--- src/mbml_pkg.sv ---
`timescale 1ns / 1ps
`default_nettype none

package mbml_pkg;

   // fixed geometry of a table and of a sector
   localparam int TABLE_WORDS  = 128;
   localparam int SECTOR_BYTES = 512;
   localparam int WORD_W       = $clog2(TABLE_WORDS);
   localparam int PAGE_SHIFT   = $clog2(SECTOR_BYTES);
   localparam int OFFSET_W     = 31;
   localparam int PS_W         = OFFSET_W - PAGE_SHIFT;
   localparam int VALUE_W      = 32;

   localparam int DIRECT_ENTRIES_DEF = 123;
   localparam int STORE_SECTORS_DEF  = 256;

   localparam logic [1:0] MODE_LOOKUP    = 2'd0;
   localparam logic [1:0] MODE_DIRECT_WR = 2'd1;
   localparam logic [1:0] MODE_STORE_WR  = 2'd2;

   localparam logic [1:0] ST_OK     = 2'd0;
   localparam logic [1:0] ST_BEYOND = 2'd1;
   localparam logic [1:0] ST_BADPTR = 2'd2;

   localparam int CSR_IDX_W = 1;
   localparam logic [CSR_IDX_W-1:0] CSR_SINGLE = 1'b0;
   localparam logic [CSR_IDX_W-1:0] CSR_DOUBLE = 1'b1;

   typedef struct packed {
      logic [1:0]          mode;
      logic [OFFSET_W-1:0] byte_offset;
      logic [7:0]          table_sector;
      logic [6:0]          entry_index;
      logic [VALUE_W-1:0]  entry_value;
   } req_type;

   typedef struct packed {
      logic [VALUE_W-1:0] sector;
      logic [1:0]         status;
   } rsp_type;

   typedef struct packed {
      logic wr_en;
      logic rd_en;
   } mem_cmd_type;

endpackage

`default_nettype wire

--- src/mbml_ctrl.sv ---
`timescale 1ns / 1ps
`default_nettype none

module mbml_ctrl #(
   parameter int DIRECT_ENTRIES = mbml_pkg::DIRECT_ENTRIES_DEF,
   parameter int STORE_SECTORS  = mbml_pkg::STORE_SECTORS_DEF
) (
   input  logic                         clock,
   input  logic                         reset,
   input  logic                         req_valid,
   output logic                         req_stall,
   input  mbml_pkg::req_type            req_data,
   output logic                         rsp_valid,
   input  logic                         rsp_stall,
   output mbml_pkg::rsp_type            rsp_data,
   input  logic [mbml_pkg::VALUE_W-1:0] single_sector,
   input  logic [mbml_pkg::VALUE_W-1:0] double_sector,
   output mbml_pkg::mem_cmd_type        dir_cmd,
   output logic [((DIRECT_ENTRIES > 1) ? $clog2(DIRECT_ENTRIES) : 1)-1:0] dir_idx,
   output logic [mbml_pkg::VALUE_W-1:0] dir_wdata,
   input  logic [mbml_pkg::VALUE_W-1:0] dir_rdata,
   output mbml_pkg::mem_cmd_type        store_cmd,
   output logic [$clog2(STORE_SECTORS)+mbml_pkg::WORD_W-1:0] store_addr,
   output logic [mbml_pkg::VALUE_W-1:0] store_wdata,
   input  logic [mbml_pkg::VALUE_W-1:0] store_rdata
);
   import mbml_pkg::*;

   localparam int DIR_W = (DIRECT_ENTRIES > 1) ? $clog2(DIRECT_ENTRIES) : 1;
   localparam int SEC_W = $clog2(STORE_SECTORS);

   localparam logic [PS_W-1:0] LIM_DIR = PS_W'(DIRECT_ENTRIES);
   localparam logic [PS_W-1:0] LIM_SGL = PS_W'(DIRECT_ENTRIES + TABLE_WORDS);
   localparam logic [PS_W-1:0] LIM_DBL =
      PS_W'(DIRECT_ENTRIES + TABLE_WORDS * (TABLE_WORDS + 1));

   typedef enum logic [2:0] {
      S_IDLE,
      S_DIR,
      S_MID,
      S_LEAF,
      S_DONE
   } state_type;

   state_type          state_ff, state_in;
   logic [WORD_W-1:0]  leaf_word_ff, leaf_word_in;
   rsp_type            pend_ff, pend_in;
   logic               rsp_valid_ff, rsp_valid_in;
   rsp_type            rsp_data_ff, rsp_data_in;

   logic               accept;
   logic [PS_W-1:0]    ps;
   logic [PS_W-1:0]    rel_sgl;
   logic [PS_W-1:0]    rel_dbl;
   logic               single_bad;
   logic               double_bad;
   logic               mid_bad;

   assign req_stall  = reset || (state_ff != S_IDLE);
   assign accept     = req_valid && !req_stall;
   assign ps         = req_data.byte_offset[OFFSET_W-1:PAGE_SHIFT];
   assign rel_sgl    = ps - LIM_DIR;
   assign rel_dbl    = ps - LIM_SGL;
   assign single_bad = single_sector >= VALUE_W'(STORE_SECTORS);
   assign double_bad = double_sector >= VALUE_W'(STORE_SECTORS);
   assign mid_bad    = store_rdata >= VALUE_W'(STORE_SECTORS);

   assign dir_wdata   = req_data.entry_value;
   assign store_wdata = req_data.entry_value;

   // one item at a time: every write lands before the next item can read
   always_comb begin
      state_in     = state_ff;
      leaf_word_in = leaf_word_ff;
      pend_in      = pend_ff;
      rsp_valid_in = rsp_valid_ff && rsp_stall;
      rsp_data_in  = rsp_data_ff;
      dir_cmd      = '0;
      dir_idx      = ps[DIR_W-1:0];
      store_cmd    = '0;
      store_addr   = '0;

      case (state_ff)
         S_IDLE: begin
            if (accept) begin
               pend_in  = '{sector: '0, status: ST_OK};
               state_in = S_DONE;
               case (req_data.mode)
                  MODE_LOOKUP: begin
                     if (ps < LIM_DIR) begin
                        dir_cmd.rd_en = 1'b1;
                        state_in      = S_DIR;
                     end else if (ps < LIM_SGL) begin
                        if (single_bad) begin
                           pend_in.status = ST_BADPTR;
                        end else begin
                           store_cmd.rd_en = 1'b1;
                           store_addr      = {single_sector[SEC_W-1:0],
                                              rel_sgl[WORD_W-1:0]};
                           state_in        = S_LEAF;
                        end
                     end else if (ps < LIM_DBL) begin
                        if (double_bad) begin
                           pend_in.status = ST_BADPTR;
                        end else begin
                           store_cmd.rd_en = 1'b1;
                           store_addr      = {double_sector[SEC_W-1:0],
                                              rel_dbl[2*WORD_W-1:WORD_W]};
                           leaf_word_in    = rel_dbl[WORD_W-1:0];
                           state_in        = S_MID;
                        end
                     end else begin
                        pend_in.status = ST_BEYOND;
                     end
                  end
                  MODE_DIRECT_WR: begin
                     if (32'(req_data.entry_index) < 32'(DIRECT_ENTRIES)) begin
                        dir_cmd.wr_en = 1'b1;
                        dir_idx       = DIR_W'(req_data.entry_index);
                     end
                  end
                  MODE_STORE_WR: begin
                     if (32'(req_data.table_sector) < 32'(STORE_SECTORS)) begin
                        store_cmd.wr_en = 1'b1;
                        store_addr      = {SEC_W'(req_data.table_sector),
                                           req_data.entry_index};
                     end
                  end
                  default: begin
                     pend_in.status = ST_OK;
                  end
               endcase
            end
         end
         S_DIR: begin
            pend_in  = '{sector: dir_rdata, status: ST_OK};
            state_in = S_DONE;
         end
         S_MID: begin
            // top-table word points at the leaf table
            if (mid_bad) begin
               pend_in  = '{sector: '0, status: ST_BADPTR};
               state_in = S_DONE;
            end else begin
               store_cmd.rd_en = 1'b1;
               store_addr      = {store_rdata[SEC_W-1:0], leaf_word_ff};
               state_in        = S_LEAF;
            end
         end
         S_LEAF: begin
            pend_in  = '{sector: store_rdata, status: ST_OK};
            state_in = S_DONE;
         end
         S_DONE: begin
            if (!rsp_valid_ff || !rsp_stall) begin
               rsp_valid_in = 1'b1;
               rsp_data_in  = pend_ff;
               state_in     = S_IDLE;
            end
         end
         default: begin
            state_in = S_IDLE;
         end
      endcase
   end

   always_ff @(posedge clock) begin
      if (reset) begin
         state_ff     <= S_IDLE;
         rsp_valid_ff <= 1'b0;
      end else begin
         state_ff     <= state_in;
         rsp_valid_ff <= rsp_valid_in;
      end
      leaf_word_ff <= leaf_word_in;
      pend_ff      <= pend_in;
      rsp_data_ff  <= rsp_data_in;
   end

   assign rsp_valid = rsp_valid_ff;
   assign rsp_data  = rsp_data_ff;

endmodule

`default_nettype wire
--- config.mk ---
export PLATFORM = sky130hd
export DESIGN_NAME = mbml_ctrl
export DESIGN_NICKNAME = d
export VERILOG_FILES = /design/src/mbml_pkg.sv /design/src/mbml_ctrl.sv
export SDC_FILE = /design/constraint.sdc
export NUM_CORES = 1
export LEC_CHECK = 0
export BUFFER_PORTS_ARGS = -buffer_cell sky130_fd_sc_hd__buf_2
export CORE_AREA = 2 2 132 134
export DETAILED_ROUTE_END_ITERATION = 8
export DIE_AREA = 0 0 134 136
export PLACE_DENSITY_LB_ADDON = 0.2
export SLEW_MARGIN = 10
export SYNTH_ARGS = -nofsm -noshare
export SYNTH_HDL_FRONTEND = slang
export SYNTH_SLANG_ARGS = --single-unit
--- constraint.sdc ---
create_clock -name clock -period 4.85 [get_ports clock]
set_input_delay 0.2425 -clock clock [delete_from_list [all_inputs] [get_ports clock]]
set_output_delay 0.2425 -clock clock [all_outputs]
set_load 0.02 [all_outputs]
# Yosys cells after proc, flatten, opt, wreduce, memory -nomap -nowiden

Cells that the tools add are included.

Bits of input ports: 212
Output and inout port bits: 126
Logic and storage cells: 95
Bits in registers: 79

Bitwise logic cells: 3
Equality and inequality tests: 9
Muxes and demuxes: 51
Reduce and logical (&&, ||, !) cells: 16
$add $sub $neg: 2
Magnitude comparators: 7

Operators with widths:

| kind                                                                            | number |
|---|---|
| 34-bit one-hot mux with 4 select lines                                          | 1 |
| 15-bit two-way mux                                                              | 7 |
| 32-bit by 9-bit >= comparator with 1-bit output (second input constant)         | 3 |
| 34-bit two-way mux                                                              | 2 |
| 15-bit one-hot mux with 2 select lines                                          | 2 |
| 7-bit two-way mux                                                               | 4 |
| 3-bit two-way mux                                                               | 9 |
| 22-bit by 15-bit less-than comparator with 1-bit output (second input constant) | 1 |
| 22-bit by 7-bit less-than comparator with 1-bit output (second input constant)  | 1 |
| 22-bit by 8-bit less-than comparator with 1-bit output (second input constant)  | 1 |
| 2-bit two-way mux                                                               | 9 |
| 1-bit two-way mux                                                               | 15 |
| 14-bit by 8-bit subtractor with 14-bit output (second input constant)           | 1 |
| 3-bit one-hot mux with 4 select lines                                           | 1 |
| 7-bit less-than comparator (second input constant)                              | 1 |
| 7-bit AND reduction                                                             | 1 |
| 7-bit subtractor (second input constant)                                        | 1 |
| 3-bit by 2-bit equality test with 1-bit output (second input constant)          | 2 |
| 2-bit != test (second input constant)                                           | 3 |
| 2-bit AND reduction                                                             | 2 |
| 4-bit nonzero test                                                              | 1 |
| 3-bit by 1-bit equality test with 1-bit output (second input constant)          | 1 |
| 3-bit equality test (second input constant)                                     | 1 |
| 1-bit zero test                                                                 | 3 |
| 11 further kinds                                                                | 15 |

# Logic depth before layout (Yosys ltp)

Gate-level depths: netlist of run 1.

Depth in word-level cells: 8
Depth in mapped cells: 8

# Worst setup path before layout of run 1

OpenSTA, ideal clock, no wires.

Kind: reg-to-reg
From: register state_ff[1]
To: register pend_ff[0] in the netlist's numbering (enable)
Buffers on the path: 2
Data arrival time: 2897 ps
Slack: 1508 ps
Stages on the path, launching flop included: 5
Path through: dfxtp_1 buf_2 buf_1 o21ai_0 a31oi_1

Longest elaborated chain between the ends: 6
Elaborated cells between the ends (all ways): 12

RTL lines:

| item                            | line             | RTL |
|---|---|---|
| start, declared                 | mbml_ctrl.sv:45  | `state_type state_ff, state_in;` |
| start signal, assigned          | mbml_ctrl.sv:172 | `state_ff <= state_in;` |
| 3-bit nonzero test              | mbml_ctrl.sv:59  | `assign req_stall = reset \|\| (state_ff != S_IDLE);` |
| 1-bit logical OR                | mbml_ctrl.sv:59  |  |
| 1-bit zero test                 | mbml_ctrl.sv:60  | `assign accept = req_valid && !req_stall;` |
| 1-bit logical AND               | mbml_ctrl.sv:60  |  |
| 2-bit != test (no line)         | --               |  |
| 3-bit AND reduction (no line) * | --               |  |
| end signal, assigned            | mbml_ctrl.sv:176 | `pend_ff <= pend_in;` |
| end, declared                   | mbml_ctrl.sv:47  | `rsp_type pend_ff, pend_in;` |

Every way passes the cells marked *; elsewhere a longest branch is shown, timed or not.
A chain may end at the register's enable or synchronous reset.

# Final worst setup path of run 1

From: register state_ff[1]
To: output store_addr[6] in the netlist's numbering

Longest elaborated chain between the ends: 6
Elaborated cells between the ends (all ways): 8

RTL lines:

| item                                     | line            | RTL |
|---|---|---|
| 3-bit nonzero test                       | mbml_ctrl.sv:59 |  |
| 1-bit logical OR                         | mbml_ctrl.sv:59 |  |
| 1-bit zero test                          | mbml_ctrl.sv:60 |  |
| 1-bit logical AND                        | mbml_ctrl.sv:60 |  |
| 15-bit two-way mux                       | mbml_ctrl.sv:85 | `if (accept) begin` |
| 15-bit one-hot mux with 2 select lines * | mbml_ctrl.sv:83 | `case (state_ff)` |
| end, declared                            | mbml_ctrl.sv:23 | `output logic [$clog2(STORE_SECTORS)+mbml_pkg::WORD_W-1:0] store_addr,` |

Marked as above.

==> metrics, run 1 <==
Post-Synthesis Cell Area 4500 um2; Critical Path Sink Type output port; CORE AREA 16,900 um2; WP data arrival 3030 ps; row count 48; Post-DP Area 5450 um2; hold_buf cts 0; Final nets 789; cell count after synthesis 408; Slew @ Worst Pin 1110 ps; Synth-to-Final Area Change 26.7%; FILL cells 1,753; WL/cell 18.4 um; WL final 14,800 um; status complete, no violations; Die Ht 136 um; Mapped Avg Cell Area 11.0 um2; CP required 4610 ps; CTS max path bufs 2; Top FF cell, synth edfxtp_1; GRT Resource Usage Total 15.4%; Worst-path clk slew 50 ps; crit path kind reg -> out; clock skew 5.45 ps; number of global-route vias before repair 3,752; via count 3,773; IO Count 338; Non-Filler Instances 804; GRT overflow 0; Root Buffer clkbuf_16; htree depth 3; post-cts resize count 0; Register Area 2330 um2; Tcrit/Tclk final 67.4%; register area share after synthesis 51.8%; unrepaired setup endpoints after global routing false; highest-delay cell along the critical path nor3b_2; post-synth cell types 54; detailed placement HPWL 12,000 um; Power Density 275 nW/um2; initial antenna violation count 1; Vias/cell 4.69; Async S/R FF share, synth 0%; worst ir drop on vdd 0.151 mV; Power, Total 1.57 mW; multi-input logic area 1600 um2; max-slew violation count 0; Hold Slack 118 ps; Final WS setup 1580 ps; critical path launch point type flip-flop; IO buf count 232; design area 5700 um2; TritonCTS buffer count 9; CTS tree done; die width 134 um; Starting Density 26.7%; Clock Sinks 79; Die ar. 18,200 um2; Worst slew margin 26.0%; Placer Congestion 0.858; share of post-route cells with drive strength above 1 46.6%; Final setup viols 0; crit path cell chain buf_4 > nor2_2 > nand3_1 > nor3b_2 > a222oi_1 > o21ai_0 > buf_2; DRT Pass-1 Iters 7; leak pwr 2.30 nW; peak per-stage delay on the critical path 920 ps; TNS Setup 0 ps; syn_nets 621; clock latency on the worst-skew pair 330 ps; # diodes 0; final core utilization 33.8%; fmax 0.306 GHz; Hold WC Path Type in -> reg; setup bufs post-CTS 0; worst slack, placed 1880 ps; drt drc 0; Synth Register Bits 79; Worst Path Max Fanout 37; final hold vios 0; Final min period 3270 ps; EDFF count, synth 75; Ys Warns 0; first-pass GRT wire length 20,900 um; largest net degree at the start of global routing 38; Routed Antenna Nets 0; max_cap viols 0; dpl cells 790; Iter 0 DRT Violations 271
==> metal layers <==
layer	global-route usage (%)	routed length (um)	part of all wire [%]
met5	0	13	0.088
met4	5.61	324	2.2
met3	5.89	1360	9.2
met2	27.9	7620	51
met1	16.3	5500	37
==> critical path: cells and delay by family (launching register included) <==
| kind | cells | cell delay [ps] |
|---|---|---|
| buf+inv | 2 | 490 |
| simple gates | 3 | 1420 |
| compound gates | 2 | 460 |
| flops | 1 | 310 |
==> final cells by class <==
| type | instances | share of cell area [%] |
|---|---|---|
| flip-flops and latches | 79 | 40.9 |
| clock buffers | 10 | 4.01 |
| multi-input cells | 238 | 28.0 |
| well taps | 225 | 4.94 |
| clock inverters | 4 | 0.439 |
| inverters | 12 | 0.790 |
| repair buffers | 236 | 20.9 |
==> flip-flops by register name (all words and copies together), names as in the netlist <==
| name | flops |
|---|---|
| state_ff | 3 |
| pend_ff | 34 |
| leaf_word_ff | 7 |
| rsp_valid | 1 |
| rsp_data | 34 |
==> cells in the mapped netlist, types with 2 or more instances <==
master | number | area share, %
a21oi_1 | 12 | 1.3
a221o_1 | 3 | 0.67
a222oi_1 | 8 | 1.8
a22o_1 | 6 | 1.2
buf_1 | 3 | 0.25
buf_2 | 2 | 0.22
buf_4 | 65 | 11
clkbuf_1 | 7 | 0.58
dfxtp_1 | 4 | 1.8
edfxtp_1 | 75 | 50
inv_1 | 10 | 0.83
mux2i_1 | 32 | 7.1
nand2_1 | 31 | 2.6
nand2b_1 | 4 | 0.56
nand3_1 | 4 | 0.44
nand4_1 | 6 | 0.83
nor2_1 | 50 | 4.2
nor3_1 | 4 | 0.44
nor3b_1 | 2 | 0.33
nor4_1 | 21 | 2.9
o21ai_0 | 6 | 0.67
o21ai_2 | 9 | 1.8
xnor2_1 | 8 | 1.6
xor2_1 | 6 | 1.2
==> final timing paths <==
path                            slack [ps]  cells past startpoint   startpoint            end
worst min register to register         410                      0   pend_ff[1]    rsp_data[1]
worst max register to register        2480                      4  state_ff[1]    rsp_data[5]
worst max-delay path                  1580                      7  state_ff[1]  store_addr[6]
worst min-delay path                   120                      2        reset      rsp_valid
==> cell families after synthesis <==
| family | Yosys count | share of synthesized area, % |
|---|---|---|
| AOI/OAI and AO/OA | 57 | 9.70 |
| xor gates and xnor gates | 14 | 2.72 |
| adders and majority gates | 1 | 0.278 |
| buffers and inverters | 91 | 13.3 |
| DFF | 79 | 51.8 |
| muxes | 32 | 7.12 |
| and+or+nand+nor | 134 | 15.1 |
==> where the power goes <==
part           total, mW  internal [mW]  switching, mW
sequential         0.777          0.770        0.00700
combinational      0.200         0.0867          0.113
clock              0.590          0.339          0.251
==> cells in the final DEF, fill, tap and decap left out, types with 2 or more instances in the layout <==
cell          n
inv_1        10
a22o_1        6
nand2b_1      4
clkinv_2      2
buf_2       232
nor3_1        4
o21ai_0       6
clkinvlp_4    2
nor2_1       50
a221o_1       3
nand3_1       4
dfxtp_1       3
buf_4         4
nor4_1       21
nand2_1      31
nand4_1       6
mux2i_1      32
nor3b_1       2
clkbuf_16     9
edfxtp_1     75
xor2_1        6
xnor2_1       8
a21oi_1      11
o21ai_2       9
a222oi_1      8
(Power assumes the default switching activity.)
==> run 2, diff against run 1 <==
ABC_AREA = 1   (was not set)
CORE_AREA = 2 2 130 132   (was 2 2 132 134)
DIE_AREA = 0 0 132 134   (was 0 0 134 136)
clock period = 2.63 ns   (was 4.85 ns; I/O delays follow)
==> run 2 against run 1 <==
Effect of this change: critical path depth is 1 higher; largest power group unchanged; power is 87% higher; non-clock buffer count grew 5; critical endpoint unchanged; largest cell class unchanged; routed wire length fell by 4.6%; global-route usage increased by 0.26 points; clock skew is 2.0 ps lower; final area rose by 6.3%; first-iteration DRC count decreased by 25%; sequential power is 81% higher; clock power increased by 97%.
==> metrics, run 2 <==
status complete, no violations; peak per-stage delay on the critical path 470 ps (-450 ps); share of post-route cells with drive strength above 1 43.9% (-2.7 points); GRT Max-Usage Layer met2; Routed Antenna Nets 0 (unchanged); CORE AREA 16,300 um2 (-3.5%); critical path launch point type flip-flop; # diodes 0 (unchanged); max-slew violation count 0 (unchanged); FILL cells 1,730 (-1.3%); Hold Path Stages 2 (unchanged); mux cell area share after synthesis 0% (-7.1 points); fmax 0.429 GHz; Worst-path clk slew 60 ps (about the same); Synth Register Bits 79 (unchanged); WL final 14,100 um (-4.6%); leak pwr 2.83 nW (+23%); TritonCTS buffer count 9 (unchanged); largest net degree at the start of global routing 37 (-2.6%); Ys Warns 0 (unchanged); area leader, netlist edfxtp_1; Power Density 483 nW/um2 (+76%); final hold vios 0 (unchanged); Worst slew margin 67.5% (+41 points); clock latency on the worst-skew pair 330 ps (about the same); TNS Setup 0 ps (unchanged); post-cts resize count 0 (unchanged); GR Util met2 29.1% (+1.2 points); Final WS setup 299 ps (-1280 ps); detailed placement HPWL 11,600 um (-3.2%); CTS tree done; CP required 2500 ps (-2110 ps); Iter 0 DRT Violations 203 (-25%); post-synth cell types 42 (-22%); unrepaired setup endpoints after global routing false; Top FF cell, synth edfxtp_1; Hold Slack 27.4 ps (-90.3 ps); initial antenna violation count 1 (unchanged); row count 47 (-2.1%); hold_buf cts 0 (unchanged); htree depth 3 (unchanged); largest family of logic cells by synthesized area simple AND/OR/NAND/NOR gates; setup bufs post-CTS 0 (unchanged); met3 Use GR 5.25% (-0.64 points); clock skew 3.43 ps (-2.02 ps); FF-to-FF path depth 8 (+4); IO Count 338 (unchanged); EDFF count, synth 75 (unchanged); Worst Path Max Fanout 33 (-11%); Post-Synth Adder-Cell Area 0.259% (-0.019 points); WL/cell 15.3 um (-17%); most common cell in the synthesized netlist nand2_1; Hold WC Path Type in -> reg; via count 4,232 (+12%); Final nets 912 (+16%); Final min period 2330 ps; Vias/cell 4.58 (-2.4%); Synth top cells by count 82 x nand2_1, 75 x edfxtp_1, 66 x nand3_1; Clock Sinks 79 (unchanged); Tcrit/Tclk final 88.6%; IO buf count 232 (unchanged); GRT Resource Usage Total 15.7% (+0.26 points); Mapped Avg Cell Area 9.15 um2 (-17%); commonest non-fill, non-tap cell in the layout buf_2; Die ar. 17,700 um2 (-2.9%); register area share after synthesis 48.4% (-3.5 points); synth top area cells edfxtp_1 47%, buf_4 10%, nand3_1 6.8%; Placer Congestion 0.835 (-2.6%); R2R Path Start state_ff[1]; Final setup viols 0 (unchanged); M1 GR Usage 16.9% (+0.62 points); Starting Density 29.6% (+2.9 points); WP data arrival 2200 ps (-830 ps); Async S/R FF share, synth 0% (unchanged); Slew @ Worst Pin 487 ps (-621 ps); compound-cell area share of the yosys netlist 7.96% (-1.7 points); Yosys top cell area share 46.7% (-3.3 points); most frequent cells in the layout 232 x buf_2, 82 x nand2_1, 75 x edfxtp_1; worst ir drop on vdd 0.284 mV (+89%); cell count after synthesis 527 (+29%); Critical Path Sink Type output port; syn_nets 740 (+19%); Die Ht 134 um (-1.5%); max_cap viols 0 (unchanged); Critical Path Source state_ff[1]; Post-Synthesis Cell Area 4820 um2 (+7.1%); GRT overflow 0 (unchanged); CTS max path bufs 2 (unchanged); die width 132 um (-1.5%); number of global-route vias before repair 4,252 (+13%); XOR/XNOR Fraction of Synth Area 1.63% (-1.1 points); Synth-to-Final Area Change 25.7%; crit path cell chain inv_4 > nor3_1 > inv_1 > nor2_2 > buf_4 > a22oi_1 > o211ai_1 > buf_2; drt drc 0 (unchanged); DRT Pass-1 Iters 4 (-3); Root Buffer clkbuf_16; hold_sp reset; Synth Area in Simple Gates 26.0% (+11 points); highest-delay cell along the critical path dfxtp_1; worst slack, placed 433 ps (-1450 ps); first-pass GRT wire length 21,700 um (+3.5%); crit path kind reg -> out
==> run 2: changes by cell type after synthesis, moves of 7 or more <==
| cell | delta |
|---|---|
| a22oi_1 | +13 |
| o21ai_0 | +11 |
| nor2_1 | +12 |
| nand3_1 | +62 |
| nor4_1 | -18 |
| a222oi_1 | -8 |
| mux2i_1 | -32 |
| inv_1 | +26 |
| nand3_2 | +8 |
| nand2_1 | +51 |
| xnor2_1 | -7 |
| nand2_2 | +14 |
==> run 2: critical path: cells and delay by family, from the launching register on <==
family	cells	cell delay, ps
AOI/OAI and AO/OA	2	250
buffers and inverters	4	800
DFF	1	470
and+or+nand+nor	2	350
==> run 2: through the flow <==
step | std cells | utilization, % | area, um2 | total power [mW]
after CTS | 924 | 37.2 | 6060 | 2.97
after global routing | 924 | 37.2 | 6060 | 3.06
final | 924 | 37.2 | 6060 | 2.93
after floorplan | 527 | - | 4830 | 1.72
after global placement | 908 | 35.5 | 5780 | 1.79
after detailed placement | 908 | 35.5 | 5780 | 1.79
==> run 2: layout make-up <==
class	count	area, um2	area share, %
clock inverter	7	55.1	0.908
timing repair buffer	241	1240	20.5
multi-input combinational	322	1750	28.9
sequential	79	2330	38.5
clock buffer	9	225	3.72
inverter	46	181	2.99
tap	220	275	4.54
==> run 2: logic make-up (layout without fill, tap and decap cells) <==
| group | Yosys count | count (layout) |
|---|---|---|
| AOI/OAI and AO/OA | 55 | 55 |
| xor gates and xnor gates | 9 | 9 |
| adders and majority gates | 1 | 1 |
| buffers and inverters | 126 | 303 |
| DFF | 79 | 79 |
| and+or+nand+nor | 257 | 257 |
==> run 2: worst paths after layout <==
path,to,slack (ps)
worst min-delay path,rsp_valid,30
worst max register to register,pend_ff[14],610
worst min register to register,rsp_data[29],420
worst max-delay path,store_addr[6],300
==> run 2: per-layer routing <==
metal	up-vias	share of wire, %
li1	2077	-
met1	1919	39
met2	210	52
met3	26	8.1
met4	0	1.6
met5	-	0
==> run 2: power by group <==
group | internal, mW | total (mW) | switching (mW)
Sequential | 1.41 | 1.41 | 0.00818
Combinational | 0.151 | 0.348 | 0.197
Clock | 0.648 | 1.16 | 0.516
Total | 2.20 | 2.93 | 0.722
==> run 3, diff against run 2 <==
--- a/constraint.sdc
+++ b/constraint.sdc
@@ -3,2 +3,2 @@
 set_output_delay 0.1315 -clock clock [all_outputs]
-set_load 0.02 [all_outputs]
+set_load 0.005 [all_outputs]
==> run 3 against run 2 <==
Effect of this change: final cell count unchanged; setup slack got worse by 0.95 ps; routed wire length is 0.45% lower; combinational power decreased by 9.5%; power down 0.71%; die area unchanged; utilization barely moved.
==> metrics, run 3 (synthesis gave the netlist of run 2 again) <==
die width 132 um (unchanged); Tcrit/Tclk final 88.7% (about the same); TNS Setup 0 ps (unchanged); Vias/cell 4.52 (-1.4%); via count 4,173 (-1.4%); Routed Antenna Nets 0 (unchanged); Buffers & Inverters on Critical Path 3 (-1); Power Density 480 nW/um2 (-0.61%); Iter 0 DRT Violations 151 (-26%); CP Capture Point store_addr[6]; initial antenna violation count 2 (+1); crit path kind reg -> out; DRT Pass-1 Iters 4 (unchanged); Placer Congestion 0.811 (-3.0%); Die Ht 134 um (unchanged); FF-to-FF End pend_ff[13]; Final nets 911 (-0.11%); Worst path most repeated cell nand2_2; CP Depth 9 (+1); Worst-path clk slew 60 ps (about the same); Worst Path Max Fanout 16 (-52%); final hold vios 0 (unchanged); Synth-to-Final Area Change 25.5%; status complete, no violations; IO Count 338 (unchanged); Critical Path Source state_ff[1]; most frequent cells in the layout 232 x buf_2, 82 x nand2_1, 75 x edfxtp_1; critical path launch point type flip-flop; Root Buffer clkbuf_16; worst ir drop on vdd 0.287 mV (+1.0%); peak per-stage delay on the critical path 330 ps (-140 ps); Final min period 2330 ps (+0.952 ps); highest-delay cell along the critical path dfxtp_1; fmax 0.429 GHz (about the same); GRT Resource Usage Total 15.4% (-0.29 points); Slew @ Worst Pin 605 ps (+119 ps); Starting Density 29.6% (unchanged); max_cap viols 0 (unchanged); FF-to-FF path depth 9 (+1); htree depth 3 (unchanged); Final setup viols 0 (unchanged); share of post-route cells with drive strength above 1 43.8% (-0.080 points); number of global-route vias before repair 4,176 (-1.8%); first-pass GRT wire length 21,100 um (-2.5%); TritonCTS buffer count 9 (unchanged); Hold WC Path Type in -> reg; CP required 2500 ps (about the same); WL final 14,100 um (-0.45%); Worst slew margin 59.6% (-7.9 points); leak pwr 2.82 nW (-0.33%); Critical Path Sink Type output port; CP top delay family simple AND/OR/NAND/NOR gates; GRT overflow 0 (unchanged); WP data arrival 2200 ps (about the same); detailed placement HPWL 11,500 um (-0.92%); CTS max path bufs 2 (unchanged); CTS tree done; WL/cell 15.2 um (-0.45%); clock latency on the worst-skew pair 340 ps (about the same); clock skew 5.16 ps (+1.74 ps); R2R Path Start state_ff[1]; row count 47 (unchanged); largest net degree at the start of global routing 37 (unchanged); IO buf count 232 (unchanged); Die ar. 17,700 um2 (unchanged); hold_buf cts 0 (unchanged); CORE AREA 16,300 um2 (unchanged); unrepaired setup endpoints after global routing false; final core utilization 37.2% (-0.038 points); FF-to-FF setup slack 520 ps (-90 ps); crit path cell chain buf_4 > nor2_4 > nand2_2 > clkinv_2 > nand3_4 > nor3_4 > nand2_2 > o211ai_1 > buf_2; setup bufs post-CTS 0 (unchanged); max-slew violation count 0 (unchanged); drt drc 0 (unchanged); post-cts resize count 0 (unchanged); Clock Sinks 79 (unchanged); commonest non-fill, non-tap cell in the layout buf_2
==> run 3: through the flow <==
| step | instance area (um2) | hold slack (ps) | setup slack (ps) | instances | total power [mW] |
|---|---|---|---|---|---|
| after floorplan | 4830 | 201 | 151 | 527 | 1.63 |
| after global placement | 5770 | 263 | 537 | 907 | 1.76 |
| after detailed placement | 5770 | 263 | 500 | 907 | 1.76 |
| after CTS | 6050 | 15.6 | 211 | 923 | 2.95 |
| after global routing | 6050 | 21.9 | 131 | 923 | 3.03 |
| final | 6050 | 27.6 | 298 | 924 | 2.91 |
==> run 3: how the worst min path moves through the flow <==
stage	to	from	cells after the start
floorplan	rsp_valid	reset	1
global placement	dir_wdata[4]	req_data[4]	0
detailed placement	dir_wdata[4]	req_data[4]	0
CTS	state_ff[2]	reset	2
global route	state_ff[2]	reset	2
finish	state_ff[2]	reset	2
==> run 3: final cells by class <==
class	count	area [um2]
Timing Repair Buffer	240	1230
Clock inverter	7	56.3
Inverter	46	179
Antenna cell	1	2.50
Clock buffer	9	225
Fill cell	1705	10200
Multi-Input combinational cell	322	1750
Tap cell	220	275
Sequential cell	79	2330
==> run 3: power breakdown <==
group / switching, mW / internal (mW)
registers: 0.00819 / 1.41
logic: 0.165 / 0.150
clock network: 0.529 / 0.649
total: 0.702 / 2.20
==> run 3: metal layers <==
metal	global-route usage, %	vias up	wire length [um]	share of wire (%)
li1	-	2069	-	-
met1	17.1	1866	5390	38
met2	28.0	211	7210	51
met3	4.84	25	1220	8.7
met4	4.83	2	232	1.6
met5	0	-	13	0.092
